$ cat src/rtl/core/binary_erode_open_check_macros.svh
// Assertion macros for the binary erode/open check block.
`ifndef BINARY_ERODE_OPEN_CHECK_MACROS_SVH
`define BINARY_ERODE_OPEN_CHECK_MACROS_SVH
`ifndef SYNTHESIS
`define BOC_ASSERT_SAME(label, clk, rst_n, ante, cons) \
    label: assert property (@(posedge clk) disable iff (!rst_n) (ante) |-> (cons)) \
        else $error("boc assertion failed");
`define BOC_ASSERT_NEXT(label, clk, rst_n, ante, cons) \
    label: assert property (@(posedge clk) disable iff (!rst_n) (ante) |=> (cons)) \
        else $error("boc assertion failed");
`else
`define BOC_ASSERT_SAME(label, clk, rst_n, ante, cons)
`define BOC_ASSERT_NEXT(label, clk, rst_n, ante, cons)
`endif
`endif

$ cat src/rtl/core/boc_pkg.sv
// Shared types and constants of the binary erode/open check block.
package boc_pkg;

    localparam int DEF_MAX_WIDTH  = 1024;
    localparam int DEF_MAX_HEIGHT = 1024;
    localparam int RESET_DIM      = 1024;
    localparam int CFG_W          = 11;
    localparam int CFG_IDX_W      = 1;
    localparam int TDATA_W        = 8;
    localparam int QUEUE_DEPTH    = 4;

    typedef enum logic [CFG_IDX_W-1:0] {
        REG_IMAGE_WIDTH  = 1'b0,
        REG_IMAGE_HEIGHT = 1'b1
    } t_reg_idx;

    // Classification of one beat, as the back end needs it.
    // Position flags refer to the eroded pixel p = t-W-1 that the beat completes.
    typedef struct packed {
        logic pix;    // pixel written to the line store
        logic emit;   // beat completes an eroded pixel
        logic last;   // final eroded pixel of the frame
        logic top;    // row of p is 0
        logic bot;    // row of p is H-1
        logic rlt2;   // row of p below 2
        logic left;   // column of p is 0
        logic right;  // column of p is W-1
        logic clt2;   // column of p below 2
    } t_item_flags;

    localparam int FLAGS_W = $bits(t_item_flags);

endpackage

$ cat src/rtl/core/boc_front.sv
// Front end: frame position counters, configuration and beat classification.
module boc_front #(
    parameter int MAX_WIDTH  = 1024,
    parameter int MAX_HEIGHT = 1024
) (
    input  logic                          i_clk,
    input  logic                          i_rst_n,
    input  logic                          i_cfg_we,
    input  logic [boc_pkg::CFG_IDX_W-1:0] i_cfg_idx,
    input  logic [boc_pkg::CFG_W-1:0]     i_cfg_data,
    input  logic                          i_valid,
    input  logic                          i_mode,
    input  logic                          i_pixel,
    input  logic                          i_full,
    output logic                          o_ready,
    output logic                          o_push,
    output boc_pkg::t_item_flags          o_flags,
    output logic [$clog2(MAX_WIDTH)-1:0]  o_ct,
    output logic [$clog2(MAX_WIDTH)-1:0]  o_pc
);

    import boc_pkg::*;

    localparam int CW = $clog2(MAX_WIDTH);
    localparam int WW = $clog2(MAX_WIDTH + 1);
    localparam int HW = $clog2(MAX_HEIGHT + 1);
    localparam int RW = $clog2(MAX_HEIGHT + 2);

    function automatic int clamp_dim(input logic [CFG_W-1:0] v, input int maxv);
        if (v == '0) return 1;
        if (int'(v) > maxv) return maxv;
        return int'(v);
    endfunction

    logic [WW-1:0] r_w, n_w;
    logic [HW-1:0] r_h, n_h;
    logic [CW-1:0] r_ct, n_ct;
    logic [RW-1:0] r_rt, n_rt;

    logic [WW-1:0] wm1;
    logic [RW-1:0] h_ext;
    logic          ct_zero;
    logic          last_col;
    logic          frame_end;
    logic [RW-1:0] row_p;
    logic [CW-1:0] col_p;

    assign o_ready = !i_full;
    assign o_push  = i_valid && !i_full;

    always_comb begin
        wm1       = r_w - WW'(1);
        h_ext     = RW'(r_h);
        ct_zero   = (r_ct == '0);
        last_col  = (WW'(r_ct) == wm1);
        frame_end = (r_rt == h_ext + RW'(1));
        // eroded pixel lags the input by one row and one column
        row_p     = ct_zero ? r_rt - RW'(2) : r_rt - RW'(1);
        col_p     = ct_zero ? CW'(wm1) : r_ct - CW'(1);

        o_flags.pix   = i_pixel && !i_mode && (r_rt < h_ext);
        o_flags.emit  = (r_rt != '0) && !((r_rt == RW'(1)) && ct_zero);
        o_flags.last  = frame_end;
        o_flags.top   = (row_p == '0);
        o_flags.bot   = (row_p == h_ext - RW'(1));
        o_flags.rlt2  = (row_p < RW'(2));
        o_flags.left  = (col_p == '0);
        o_flags.right = ct_zero;
        o_flags.clt2  = (col_p < CW'(2));
        o_ct          = r_ct;
        o_pc          = col_p;
    end

    always_comb begin
        n_w  = r_w;
        n_h  = r_h;
        n_ct = r_ct;
        n_rt = r_rt;
        if (i_cfg_we) begin
            case (t_reg_idx'(i_cfg_idx))
                REG_IMAGE_WIDTH: begin
                    n_w = WW'(clamp_dim(i_cfg_data, MAX_WIDTH));
                end
                REG_IMAGE_HEIGHT: begin
                    n_h = HW'(clamp_dim(i_cfg_data, MAX_HEIGHT));
                end
                default: begin
                end
            endcase
            n_ct = '0;
            n_rt = '0;
        end else if (o_push) begin
            if (frame_end) begin
                n_ct = '0;
                n_rt = '0;
            end else if (last_col) begin
                n_ct = '0;
                n_rt = r_rt + RW'(1);
            end else begin
                n_ct = r_ct + CW'(1);
            end
        end
    end

    always_ff @(posedge i_clk) begin
        if (!i_rst_n) begin
            r_w  <= WW'(clamp_dim(CFG_W'(RESET_DIM), MAX_WIDTH));
            r_h  <= HW'(clamp_dim(CFG_W'(RESET_DIM), MAX_HEIGHT));
            r_ct <= '0;
            r_rt <= '0;
        end else begin
            r_w  <= n_w;
            r_h  <= n_h;
            r_ct <= n_ct;
            r_rt <= n_rt;
        end
    end

endmodule

$ cat config.mk
export PLATFORM = sky130hd
export DESIGN_NAME = boc_front
export DESIGN_NICKNAME = d
export VERILOG_FILES = /design/src/rtl/core/binary_erode_open_check_macros.svh /design/src/rtl/core/boc_pkg.sv /design/src/rtl/core/boc_front.sv
export SDC_FILE = /design/constraint.sdc
export NUM_CORES = 1
export LEC_CHECK = 0
export BUFFER_PORTS_ARGS = -buffer_cell sky130_fd_sc_hd__buf_2
export CAP_MARGIN = 30
export CELL_PAD_IN_SITES_DETAIL_PLACEMENT = 1
export CELL_PAD_IN_SITES_GLOBAL_PLACEMENT = 2
export CORE_ASPECT_RATIO = 1.75
export CORE_MARGIN = 2
export CORE_UTILIZATION = 31
export CTS_CLUSTER_SIZE = 10
export DETAILED_ROUTE_END_ITERATION = 8
export MAX_ROUTING_LAYER = met4
export PLACE_DENSITY = 0.87
export RECOVER_POWER = 100
export SLEW_MARGIN = 10
export SYNTH_ARGS = -nofsm -noshare
export SYNTH_HDL_FRONTEND = slang
export SYNTH_SLANG_ARGS = --single-unit
$ cat constraint.sdc
create_clock -name i_clk -period 2.8 [get_ports i_clk]
set_input_delay 0.42 -clock i_clk [delete_from_list [all_inputs] [get_ports i_clk]]
set_output_delay 0.42 -clock i_clk [all_outputs]
set_load 0.02 [all_outputs]
==> metrics.txt <==
WP buf/inv 2; crit-path cells buf_4 -> nor4_2 -> nand4_1 -> a21o_1 -> or4b_2 -> a21oi_1 -> o221a_1 -> buf_6; Async SR Flop Fraction 0; Worst VDD drop 207 µV; skew final 4.56 ps; CP Launch Type flop; Max-cap violations 0; CP max-delay cell or4b_2; total power 1.85 mW; Post-Layout Cell Count 836; synthesized area 4120 µm²; Clock Pin Slew Worst Setup and Hold Paths 70 ps; Avg Cell Area, Syn 7.77 µm²; status complete, but fails checks; slowest stage delay, CP 640 ps; critical path fanouts, max 4; Syn-to-layout area delta 44.2%; endpoint class of the critical path primary output; die area 14,300 µm²; Leak 2.38 nW; Syn Inst Count 531; Net Count, Synth 573; Ys Warns 0; Hold Path Depth 3; Root Driver clkbuf_16; Die Height 157 µm; Slew Viols, Final 0; Starting DRT DRC Count 232; CTS Buffer Depth 2; Placer Congestion 0.956; #FFs+latches synth 43; # diodes 0; cell depth of the worst setup path 8; register area share after synthesis 0.209; largest cells by area after synthesis dfxtp_1 (21%), xnor2_1 (7.9%), ha_1 (7.0%); Critical Path RT 2380 ps; most frequent cells in the layout buf_4 (100), dfxtp_1 (38), nand2_1 (36); clk sinks 43; CP Class flop to primary output; number of I/O pins 50; area leader, netlist dfxtp_1; number of synthesized flops with an enable pin 0; f_max 0.285 GHz; DRC violations left 0; type of the tightest min-delay check input pin to flop; PwrDens 311 nW/µm²; storage element area 872 µm²; Final Critical Period 3510 ps; Final Hold Slack 429 ps; CTS tree yes; Final WS setup -713 ps; WL final 17,000 µm; initial antenna violation count 0; fin crit share 1.25; largest net degree at the start of global routing 24; hpwl dp 12,700 µm; ys flop type dfxtp_1; worst r2r path cells 8; global-route wire length before repair 25,400 µm; grt total ovfl 0; fin util 0.460; multi-input logic area 3330 µm²; DR WL/cell 20.3 µm; die width 91.2 µm; H-tree depth 2; Worst Path Arrival 3090 ps; DRT Pass-1 Iters 4; number of fill cells 1,605; setup violators final 10; post-synth cell types 67; Final Hold Viols 0; DR vias 4,640; Top delay family on crit path simple AND/OR/NAND/NOR gates; failing checks negative setup slack; Yosys top cell area share 0.209; unrepaired setup endpoints after global routing true; placed instance count 811; Core Footprint 12,900 µm²; Slew HR 0.596; Vias/cell 5.55; vias in the first global route 5,007; post-route ant nets 0; Global Route Usage Sum 0.232; IO Port Bufs 49; commonest non-fill, non-tap cell in the layout buf_4; slew of the pin with the lowest slew margin 605 ps; Num CTS Buffers 5; Initial Util 0.319; layout cells sized above 1 0.340; clk_lat worst skew 290 ps; row count 55; # nets final 706
-- metal layers --
metal | wire length (µm) | up-vias | track usage
met5 | 0 | - | -
met3 | 448 | 69 | 0.0226
li1 | - | 2178 | -
met1 | 5580 | 2268 | 0.208
met4 | 1090 | 0 | 0.152
met2 | 9830 | 125 | 0.452
-- what timing repair did --
action | CTS | global route
pin swaps | 7 | 19
resized for setup | 48 | 53
hold buffers | 0 | 0
setup endpoints to repair | 13 | 27
buffers inserted | 6 | 14
-- power breakdown --
group	switching, mW	internal, mW	total (mW)
clock	0.266	0.385	0.652
combinational	0.305	0.256	0.561
sequential	0.0143	0.621	0.635
total	0.586	1.26	1.85
-- worst paths after layout --
kind / start / to / slack, ps
max: o_ct[4]$_SDFFE_PP0P_ / o_flags[4] / -710
min: i_cfg_data[5] / r_w[5]$_SDFFE_PN0P_ / 430
min reg2reg: r_w[10]$_SDFFE_PN1P_ / r_w[10]$_SDFFE_PN1P_ / 520
max reg2reg: r_w[2]$_SDFFE_PN0P_ / r_rt[6]$_SDFFE_PP0P_ / 60
-- worst min-delay path, stage by stage --
cell	delay, ps
buf_2	110
nand3b_1	70
a21boi_0	70
-- synth_stat cells (all sizes together) (19+ instances only) --
library cell and number:
nand2 37, xnor2 37, nand3 19, xor2 19
nor2 30, ha 23, clkbuf 28, inv 32
dfxtp 43, a21oi 32
-- stage by stage --
stage / setup TNS, ps / setup WS, ps / instance area [µm²]
finish: -3670 / -713 / 5950
global route: -5950 / -789 / 5950
CTS: -2830 / -695 / 5670
detailed placement: -2190 / -503 / 5250
global placement: -1930 / -448 / 5250
floorplan: -2250 / -701 / 4220
-- sequential cells by signal, summed over array words and instances, names as in the netlist --
signal and flops:
o_ct 10, r_rt 11, r_w 11, h_ext 11
-- cell families after synthesis --
group | Yosys count | share of synthesized area
simple gates | 219 | 0.312
compound gates | 109 | 0.188
buf+inv | 70 | 0.0725
xor+xnor | 57 | 0.124
flops | 43 | 0.209
fa+ha+maj | 23 | 0.0698
mux | 10 | 0.0246
-- final cells by class --
cell class | count | area share
Clock buffer | 6 | 0.0252
Sequential cell | 43 | 0.147
Tap cell | 171 | 0.0360
Clock inverter | 2 | 0.00231
Timing Repair Buffer | 164 | 0.209
Inverter | 32 | 0.0210
Multi-Input combinational cell | 418 | 0.560
Note: power is estimated with default switching activity, not from simulation.
