**src/rtl/core/binary_erode_open_check_macros.svh**
```systemverilog
// Assertion macros for the binary erode/open check block.
`ifndef BINARY_ERODE_OPEN_CHECK_MACROS_SVH
`define BINARY_ERODE_OPEN_CHECK_MACROS_SVH
`ifndef SYNTHESIS
`define BOC_ASSERT_SAME(label, clk, rst_n, ante, cons) \
    label: assert property (@(posedge clk) disable iff (!rst_n) (ante) |-> (cons)) \
        else $error("boc assertion failed");
`define BOC_ASSERT_NEXT(label, clk, rst_n, ante, cons) \
    label: assert property (@(posedge clk) disable iff (!rst_n) (ante) |=> (cons)) \
        else $error("boc assertion failed");
`else
`define BOC_ASSERT_SAME(label, clk, rst_n, ante, cons)
`define BOC_ASSERT_NEXT(label, clk, rst_n, ante, cons)
`endif
`endif

```
**src/rtl/core/boc_queue.sv**
```systemverilog
// Short FIFO between the classifying front end and the window back end.
module boc_queue #(
    parameter int WIDTH = 8,
    parameter int DEPTH = 4
) (
    input  logic             i_clk,
    input  logic             i_rst_n,
    input  logic             i_push,
    input  logic [WIDTH-1:0] i_data,
    input  logic             i_pop,
    output logic             o_full,
    output logic             o_valid,
    output logic [WIDTH-1:0] o_data
);

    localparam int AW = $clog2(DEPTH);

    logic [WIDTH-1:0] r_mem [DEPTH];
    logic [AW-1:0]    r_wr, n_wr;
    logic [AW-1:0]    r_rd, n_rd;
    logic [AW:0]      r_cnt, n_cnt;

    always_comb begin
        n_wr  = r_wr;
        n_rd  = r_rd;
        n_cnt = r_cnt;
        if (i_push) begin
            n_wr = (r_wr == AW'(DEPTH - 1)) ? '0 : r_wr + AW'(1);
        end
        if (i_pop) begin
            n_rd = (r_rd == AW'(DEPTH - 1)) ? '0 : r_rd + AW'(1);
        end
        if (i_push && !i_pop) begin
            n_cnt = r_cnt + (AW+1)'(1);
        end else if (!i_push && i_pop) begin
            n_cnt = r_cnt - (AW+1)'(1);
        end
    end

    always_ff @(posedge i_clk) begin
        if (!i_rst_n) begin
            r_wr  <= '0;
            r_rd  <= '0;
            r_cnt <= '0;
        end else begin
            r_wr  <= n_wr;
            r_rd  <= n_rd;
            r_cnt <= n_cnt;
        end
    end

    always_ff @(posedge i_clk) begin
        if (i_push) begin
            r_mem[r_wr] <= i_data;
        end
    end

    assign o_full  = (r_cnt == (AW+1)'(DEPTH));
    assign o_valid = (r_cnt != '0);
    assign o_data  = r_mem[r_rd];

endmodule

```
**config.mk**
```make
export PLATFORM = sky130hd
export DESIGN_NAME = boc_queue
export DESIGN_NICKNAME = d
export VERILOG_FILES = /design/src/rtl/core/binary_erode_open_check_macros.svh /design/src/rtl/core/boc_queue.sv
export SDC_FILE = /design/constraint.sdc
export NUM_CORES = 1
export LEC_CHECK = 0
export ABC_CLOCK_PERIOD_IN_PS = 2800
export BUFFER_PORTS_ARGS = -buffer_cell sky130_fd_sc_hd__buf_2
export CAP_MARGIN = 5
export CORE_MARGIN = 2
export CORE_UTILIZATION = 34
export DETAILED_ROUTE_END_ITERATION = 8
export PLACE_DENSITY = 0.61
export REMOVE_ABC_BUFFERS = 1
export SETUP_SLACK_MARGIN = 0.2
export SLEW_MARGIN = 20
export SYNTH_ARGS = -nofsm -noshare
export SYNTH_HDL_FRONTEND = slang
export SYNTH_SLANG_ARGS = --single-unit
```
**constraint.sdc**
```tcl
create_clock -name i_clk -period 2.8 [get_ports i_clk]
set_clock_uncertainty 0.05 [all_clocks]
set_input_delay 0.56 -clock i_clk [delete_from_list [all_inputs] [get_ports i_clk]]
set_output_delay 0.56 -clock i_clk [all_outputs]
set_load 0.03 [all_outputs]
```
==> results.md, run 1 <==
* Status: complete, no violations
* Final Max Slew Viols at 0
* Gr usage total at 0.104
* Later-pin clock latency in the skew report at 280 ps
* Mapped cell area at 1620 um^2
* Fin. Hold Viols at 0
* Synth Area in XOR/XNOR at 0.0108
* DRC errors left at 0
* Sequential area share after synthesis at 0.706
* Tightest Pin Transition at 578 ps
* Num CTS Buffers at 5
* DP HPWL at 1.69 mm
* Largest family of logic cells by synthesized area: multiplexers
* Diode count at 0
* Max-Cap Viols at 0
* Hold Crit Class: in2reg
* Critical-path maximum fanout at 8
* WL final at 2.42 mm
* CTS max path bufs at 2
* DR vias/cell at 4.75
* Final worst-path cycle share at 0.838
* Relative slew slack at 0.614
* Post-layout util at 0.403
* CP Launch Type: flip-flop
* Yosys cell types at 20
* H-tree depth at 2
* WS Path Type: reg2out
* Ports at 22
* Worst-path clk slew at 70 ps
* Avg Cell Area, Syn at 18.8 um^2
* Share of layout cells above drive strength 1 at 0.310
* Static Leak at 0.687 nW
* Setup violators final at 0
* Die ar. at 5320 um^2
* Die Wd at 73.0 um
* Post-layout nets at 131
* Iter 0 DRT Violations at 42
* TritonCTS clock tree: done
* Setup Total Neg Slack at 0 ps
* Antenna viol nets, final at 0
* Post-Synth Simple-Gate Area at 0.0565
* Initial antenna violation count at 0
* Maximum vdd ir drop at 231 uV
* CTS resizes at 0
* Cell Pwr Density at 708 nW/um^2
* CP Data Required Time at 2190 ps
* Clk sink count at 41
* RSZ-0062 raised after global routing: false
* Total number of vias at 793
* Placer Congestion at 0.633
* Postcts setup bufs at 0
* Worst path arrival time at 1740 ps
* Minimum clock period after layout at 2350 ps
* CP Capture Type: output port
* Mapped Cells at 86
* Compound-cell area share of the yosys netlist at 0.0124
* WL per Instance at 14.5 um
* CTS Root Cell: clkbuf_8
* Post-Synth Adder-Cell Area at 0.0588
* Largest net degree at the start of global routing at 13
* Core area at 4660 um^2
* # rows at 25
* Die height at 73.0 um
* Port Buf Inserts at 21
* Mux share of post-synthesis cell area at 0.136
* Synth Warn # at 0
* Drt pass-1 iters at 3
* Initial Utilization at 0.347
* Area grow syn2layout at 16.3%
* Register bit total from synthesis at 41
* First-pass GRT wire length at 3.99 mm
* Total grt overflow at 0
* Achievable Freq at 0.426 GHz
* Vias in the first global route at 880
* Post-CTS Hold Buffers at 0
==> critical path, stage by stage (launching register included) <==
cell     delay, ps
dfxtp_1        690
mux4_2         580
buf_2          190
==> routing by layer <==
layer | up-vias | GRT usage | routed length [um]
met3 | 4 | 0.0318 | 119
met5 | - | 0 | 0
met1 | 390 | 0.112 | 1010
met4 | 0 | 0.0494 | 36
met2 | 24 | 0.186 | 1250
li1 | 375 | - | -
==> power breakdown <==
| group | total (W) | leakage, nW | switching [W] | internal [W] |
|---|---|---|---|---|
| registers | 0.000719 | 0.368 | 0.0000263 | 0.000692 |
| clock network | 0.000441 | 0.0528 | 0.000178 | 0.000263 |
| logic | 0.000171 | 0.266 | 0.0000995 | 0.0000720 |
| total | 0.00133 | 0.687 | 0.000304 | 0.00103 |
==> cells in the final DEF (no fill, tap or decap) <==
master     Yosys  routed
dfxtp_1        9       9
nor2b_1        5       5
and2_1         5       5
fa_1           1       1
inv_1          4       4
buf_2          0      21
edfxtp_1      32      32
nor3_1         1       1
nor2_1         1       1
clkbuf_8       0       5
xor2_1         1       1
clkinv_1       0       1
mux2i_1        4       4
o21a_1         1       1
clkbuf_1       0       1
a21boi_1       1       1
bufinv_16      0       1
xnor2_1        1       1
mux4_2         8       8
ha_1           6       6
nor3b_1        1       1
o21ai_0        1       1
or3_1          2       2
==> registers in the layout (all words and copies together) (netlist names), named ones only <==
name and flops:
r_mem 32, r_rd 2, r_cnt 3, r_wr 2
==> kinds of logic after synthesis <==
| kind of cell | Yosys count |
|---|---|
| fa+ha+maj | 7 |
| xor+xnor | 2 |
| flops | 41 |
| buf+inv | 6 |
| compound gates | 3 |
| simple gates | 15 |
| mux | 12 |
==> worst paths after layout <==
check	to	slack, ps	start	cells after the start
worst min register to register	r_cnt[2]	460	r_cnt[2]	2
worst max register to register	r_cnt[2]	1250	r_cnt[0]	4
worst max-delay path	o_data[5]	450	flip-flop	2
worst min-delay path	r_mem[0][5]	440	i_data[5]	1
==> cell usage after synthesis (all sizes together) <==
| cell type | count | area share |
|---|---|---|
| fa | 1 | 0.012 |
| nor3 | 1 | 0.0031 |
| clkbuf | 1 | 0.0031 |
| or3 | 2 | 0.0077 |
| nor2b | 5 | 0.019 |
| nor2 | 1 | 0.0023 |
| xnor2 | 1 | 0.0054 |
| buf | 1 | 0.0070 |
| a21boi | 1 | 0.0046 |
| mux4 | 8 | 0.11 |
| and2 | 5 | 0.019 |
| xor2 | 1 | 0.0054 |
| o21a | 1 | 0.0046 |
| nor3b | 1 | 0.0046 |
| inv | 4 | 0.0093 |
| edfxtp | 32 | 0.59 |
| o21ai | 1 | 0.0031 |
| dfxtp | 9 | 0.11 |
| ha | 6 | 0.046 |
| mux2i | 4 | 0.025 |
==> layout make-up <==
class                           count  area, um^2
Clock buffer                        6        72.6
Inverter                            4        15.0
Timing Repair Buffer               21         105
Fill cell                         415        2780
Sequential cell                    41        1140
Tap cell                           54        67.6
Multi-Input combinational cell     39         444
Clock inverter                      2        33.8
==> through the flow <==
step,hold WS (ps),worst slack [ps],cell area (um^2),power (W),instances
6_report,443,454,1880,0.00133,167
5_1_grt,436,333,1880,0.00139,167
4_1_cts,435,391,1880,0.00135,167
3_5_place_dp,454,657,1770,0.000906,159
3_3_place_gp,421,731,1770,0.000898,159
2_1_floorplan,410,927,1600,0.000849,84
Power figures use the tool's default switching activity.
==> run 2: changes to the inputs <==
--- a/config.mk
+++ b/config.mk
@@ -5,13 +5,13 @@
 export SDC_FILE = /design/constraint.sdc
 export NUM_CORES = 1
 export LEC_CHECK = 0
-export ABC_CLOCK_PERIOD_IN_PS = 2800
+export ABC_CLOCK_PERIOD_IN_PS = 1920
 export BUFFER_PORTS_ARGS = -buffer_cell sky130_fd_sc_hd__buf_2
 export CAP_MARGIN = 5
 export CORE_MARGIN = 2
 export CORE_UTILIZATION = 34
 export DETAILED_ROUTE_END_ITERATION = 8
-export PLACE_DENSITY = 0.61
+export PLACE_DENSITY = 0.63
 export REMOVE_ABC_BUFFERS = 1
 export SETUP_SLACK_MARGIN = 0.2
 export SLEW_MARGIN = 20
==> constraint.sdc (replaced) <==
create_clock -name i_clk -period 1.92 [get_ports i_clk]
set_clock_uncertainty 0.05 [all_clocks]
set_input_delay 0.384 -clock i_clk [delete_from_list [all_inputs] [get_ports i_clk]]
set_output_delay 0.384 -clock i_clk [all_outputs]
set_load 0.03 [all_outputs]
==> run 2 against run 1 <==
- largest power group unchanged
- via count grew 1.8%
- sequential share of layout area shrank 2.4 points
- wire length grew 1.0%
- final cell count grew 1.2%
- non-clock buffer count grew 2
- worst hold slack lost 180 ps
- core utilization grew 1.7 points
- critical endpoint is now o_data[6]
==> results.md, run 2 (synthesis results as in run 1) <==
* Critical path's top delay family: multiplexers
* CP Capture Type: output port
* Vias in the first global route at 852 (-3.2%)
* Biggest regs: r_mem: 32 flops, r_cnt: 3 flops
* Layout Cells excl Fill at 169 (+1.2%)
* Clk sink count at 41 (unchanged)
* Worst-path clk slew at 80 ps (about the same)
* Minimum clock period after layout at 1880 ps
* RR Endpoint: r_cnt[2]
* Share of layout cells above drive strength 1 at 0.348 (+0.0381)
* Setup Total Neg Slack at 0 ps (unchanged)
* Fin. Hold Viols at 0 (unchanged)
* Initial Utilization at 0.347 (unchanged)
* Hold Path Depth at 1 (unchanged)
* Total power at 0.00191 W (+43%)
* RSZ-0062 raised after global routing: true
* Ports at 22 (unchanged)
* Gr usage total at 0.104 (about the same)
* Commonest non-fill, non-tap cell in the layout: edfxtp_1
* Iter 0 DRT Violations at 82 (+95%)
* Total number of vias at 807 (+1.8%)
* Reg2reg start: r_cnt[0]
* Die ar. at 5320 um^2 (unchanged)
* CTS max path bufs at 2 (unchanged)
* Postcts setup bufs at 0 (unchanged)
* Fillers at 423 (+1.9%)
* Most frequent cells in the layout: edfxtp_1, buf_2, mux4_2, dfxtp_1, buf_6
* FF-to-FF setup slack at 370 ps (-880 ps)
* Achievable Freq at 0.532 GHz
* Antenna viol nets, final at 0 (unchanged)
* Placer Congestion at 0.680 (+7.4%)
* Crit-path slowest cell: mux4_2
* Core area at 4660 um^2 (unchanged)
* CP max stage delay at 520 ps (-170 ps)
* WL final at 2.45 mm (+1.0%)
* Post-Place Cells at 161 (+1.3%)
* Final setup margin at 41.6 ps (-412 ps)
* Hold path endpoint: r_mem[2][5]
* Largest net degree at the start of global routing at 14 (+1)
* WS Path Type: reg2out
* Cell Pwr Density at 973 nW/um^2 (+37%)
* Final Max Slew Viols at 0 (unchanged)
* Hold Crit Class: in2reg
* Worst path arrival time at 1440 ps (-300 ps)
* DR vias/cell at 4.78 (+0.56%)
* Post-layout nets at 133 (+1.5%)
* Static Leak at 0.710 nW (+3.3%)
* Reg2Reg Depth at 4 (unchanged)
* Total grt overflow at 0 (unchanged)
* Die height at 73.0 um (unchanged)
* Num CTS Buffers at 5 (unchanged)
* # rows at 25 (unchanged)
* Critical-path maximum fanout at 8 (unchanged)
* Register name with the most flops: r_mem
* Worst slack at placement at -48.0 ps (-705 ps)
* First-pass GRT wire length at 4.04 mm (+1.2%)
* Later-pin clock latency in the skew report at 280 ps (about the same)
* Max-Cap Viols at 0 (unchanged)
* CP Launch Type: flip-flop
* Post-CTS Hold Buffers at 0 (unchanged)
* Area grow syn2layout at 21.1%
* DP HPWL at 1.75 mm (+3.5%)
* Port Buf Inserts at 21 (unchanged)
* Relative slew slack at 0.706 (+0.0916)
* Setup violators final at 0 (unchanged)
* CP Buf/Inv Count at 2 (+1)
* DRC errors left at 0 (unchanged)
* Initial antenna violation count at 0 (unchanged)
* Die Wd at 73.0 um (unchanged)
* Status: complete, no violations
* H-tree depth at 2 (unchanged)
* Crit path cell chain: buf_12 > mux4_2 > buf_6
* Number of flip-flops in the largest register at 32 (unchanged)
* WL per Instance at 14.5 um (-0.16%)
* Hold Crit Start: i_data[5]
* CTS Root Cell: clkbuf_8
* Maximum vdd ir drop at 345 uV (+49%)
* TritonCTS clock tree: done
* Diode count at 0 (unchanged)
* Tightest Pin Transition at 441 ps (-137 ps)
* CP Data Required Time at 1490 ps (-700 ps)
* Drt pass-1 iters at 4 (+1)
* Final worst-path cycle share at 0.978
[run 2: changes by cell type in the layout (fill, tap and decap cells not counted), sizes merged]
cell / delta
clkinvlp: +1
bufinv: -1
buf: +2
clkbuf: +1
clkinv: -1
[run 2: layer usage]
metal	wire length, um	part of all wire	global-route usage	up-vias
li1	-	-	-	382
met1	988	0.40	0.120	399
met5	0	0	0	-
met3	126	0.051	0.0456	5
met2	1310	0.53	0.177	21
met4	29	0.012	0.0309	0
[run 2: repair_timing]
action,CTS,global route
gates resized for setup,19,3
pin swaps,0,0
endpoints found under the setup margin,8,9
[run 2: report_power, final]
part,total (W),switching [W],internal (W)
Combinational,0.000301,0.000159,0.000141
Sequential,0.00104,0.0000307,0.00101
Clock,0.000565,0.000273,0.000292
[run 2: worst max-delay path by stage]
stage / start / endpoint / cells after the start
3_3_place_gp: i_pop / r_cnt[2] / 8
3_5_place_dp: i_pop / r_cnt[2] / 8
2_1_floorplan: i_pop / r_cnt[2] / 7
5_1_grt: flip-flop / o_data[6] / 3
4_1_cts: flip-flop / o_data[6] / 3
6_report: flip-flop / o_data[6] / 3
[run 2: stage by stage]
step	instance area, um^2	hold WS [ps]	utilization
after CTS	1940	252	0.416
after global routing	1960	255	0.420
final	1960	258	0.420
after global placement	1790	424	0.384
after floorplan	1600	410	-
after detailed placement	1790	459	0.384
[run 2: area by class of cell]
type                            count  area [um^2]  share of cell area
Tap cell                           54         67.6              0.0345
Clock inverter                      1         7.51             0.00383
Multi-Input combinational cell     39          457               0.233
Inverter                            4         15.0             0.00767
Sequential cell                    41         1140               0.583
Timing Repair Buffer               23          183              0.0933
Clock buffer                        7         86.3              0.0441
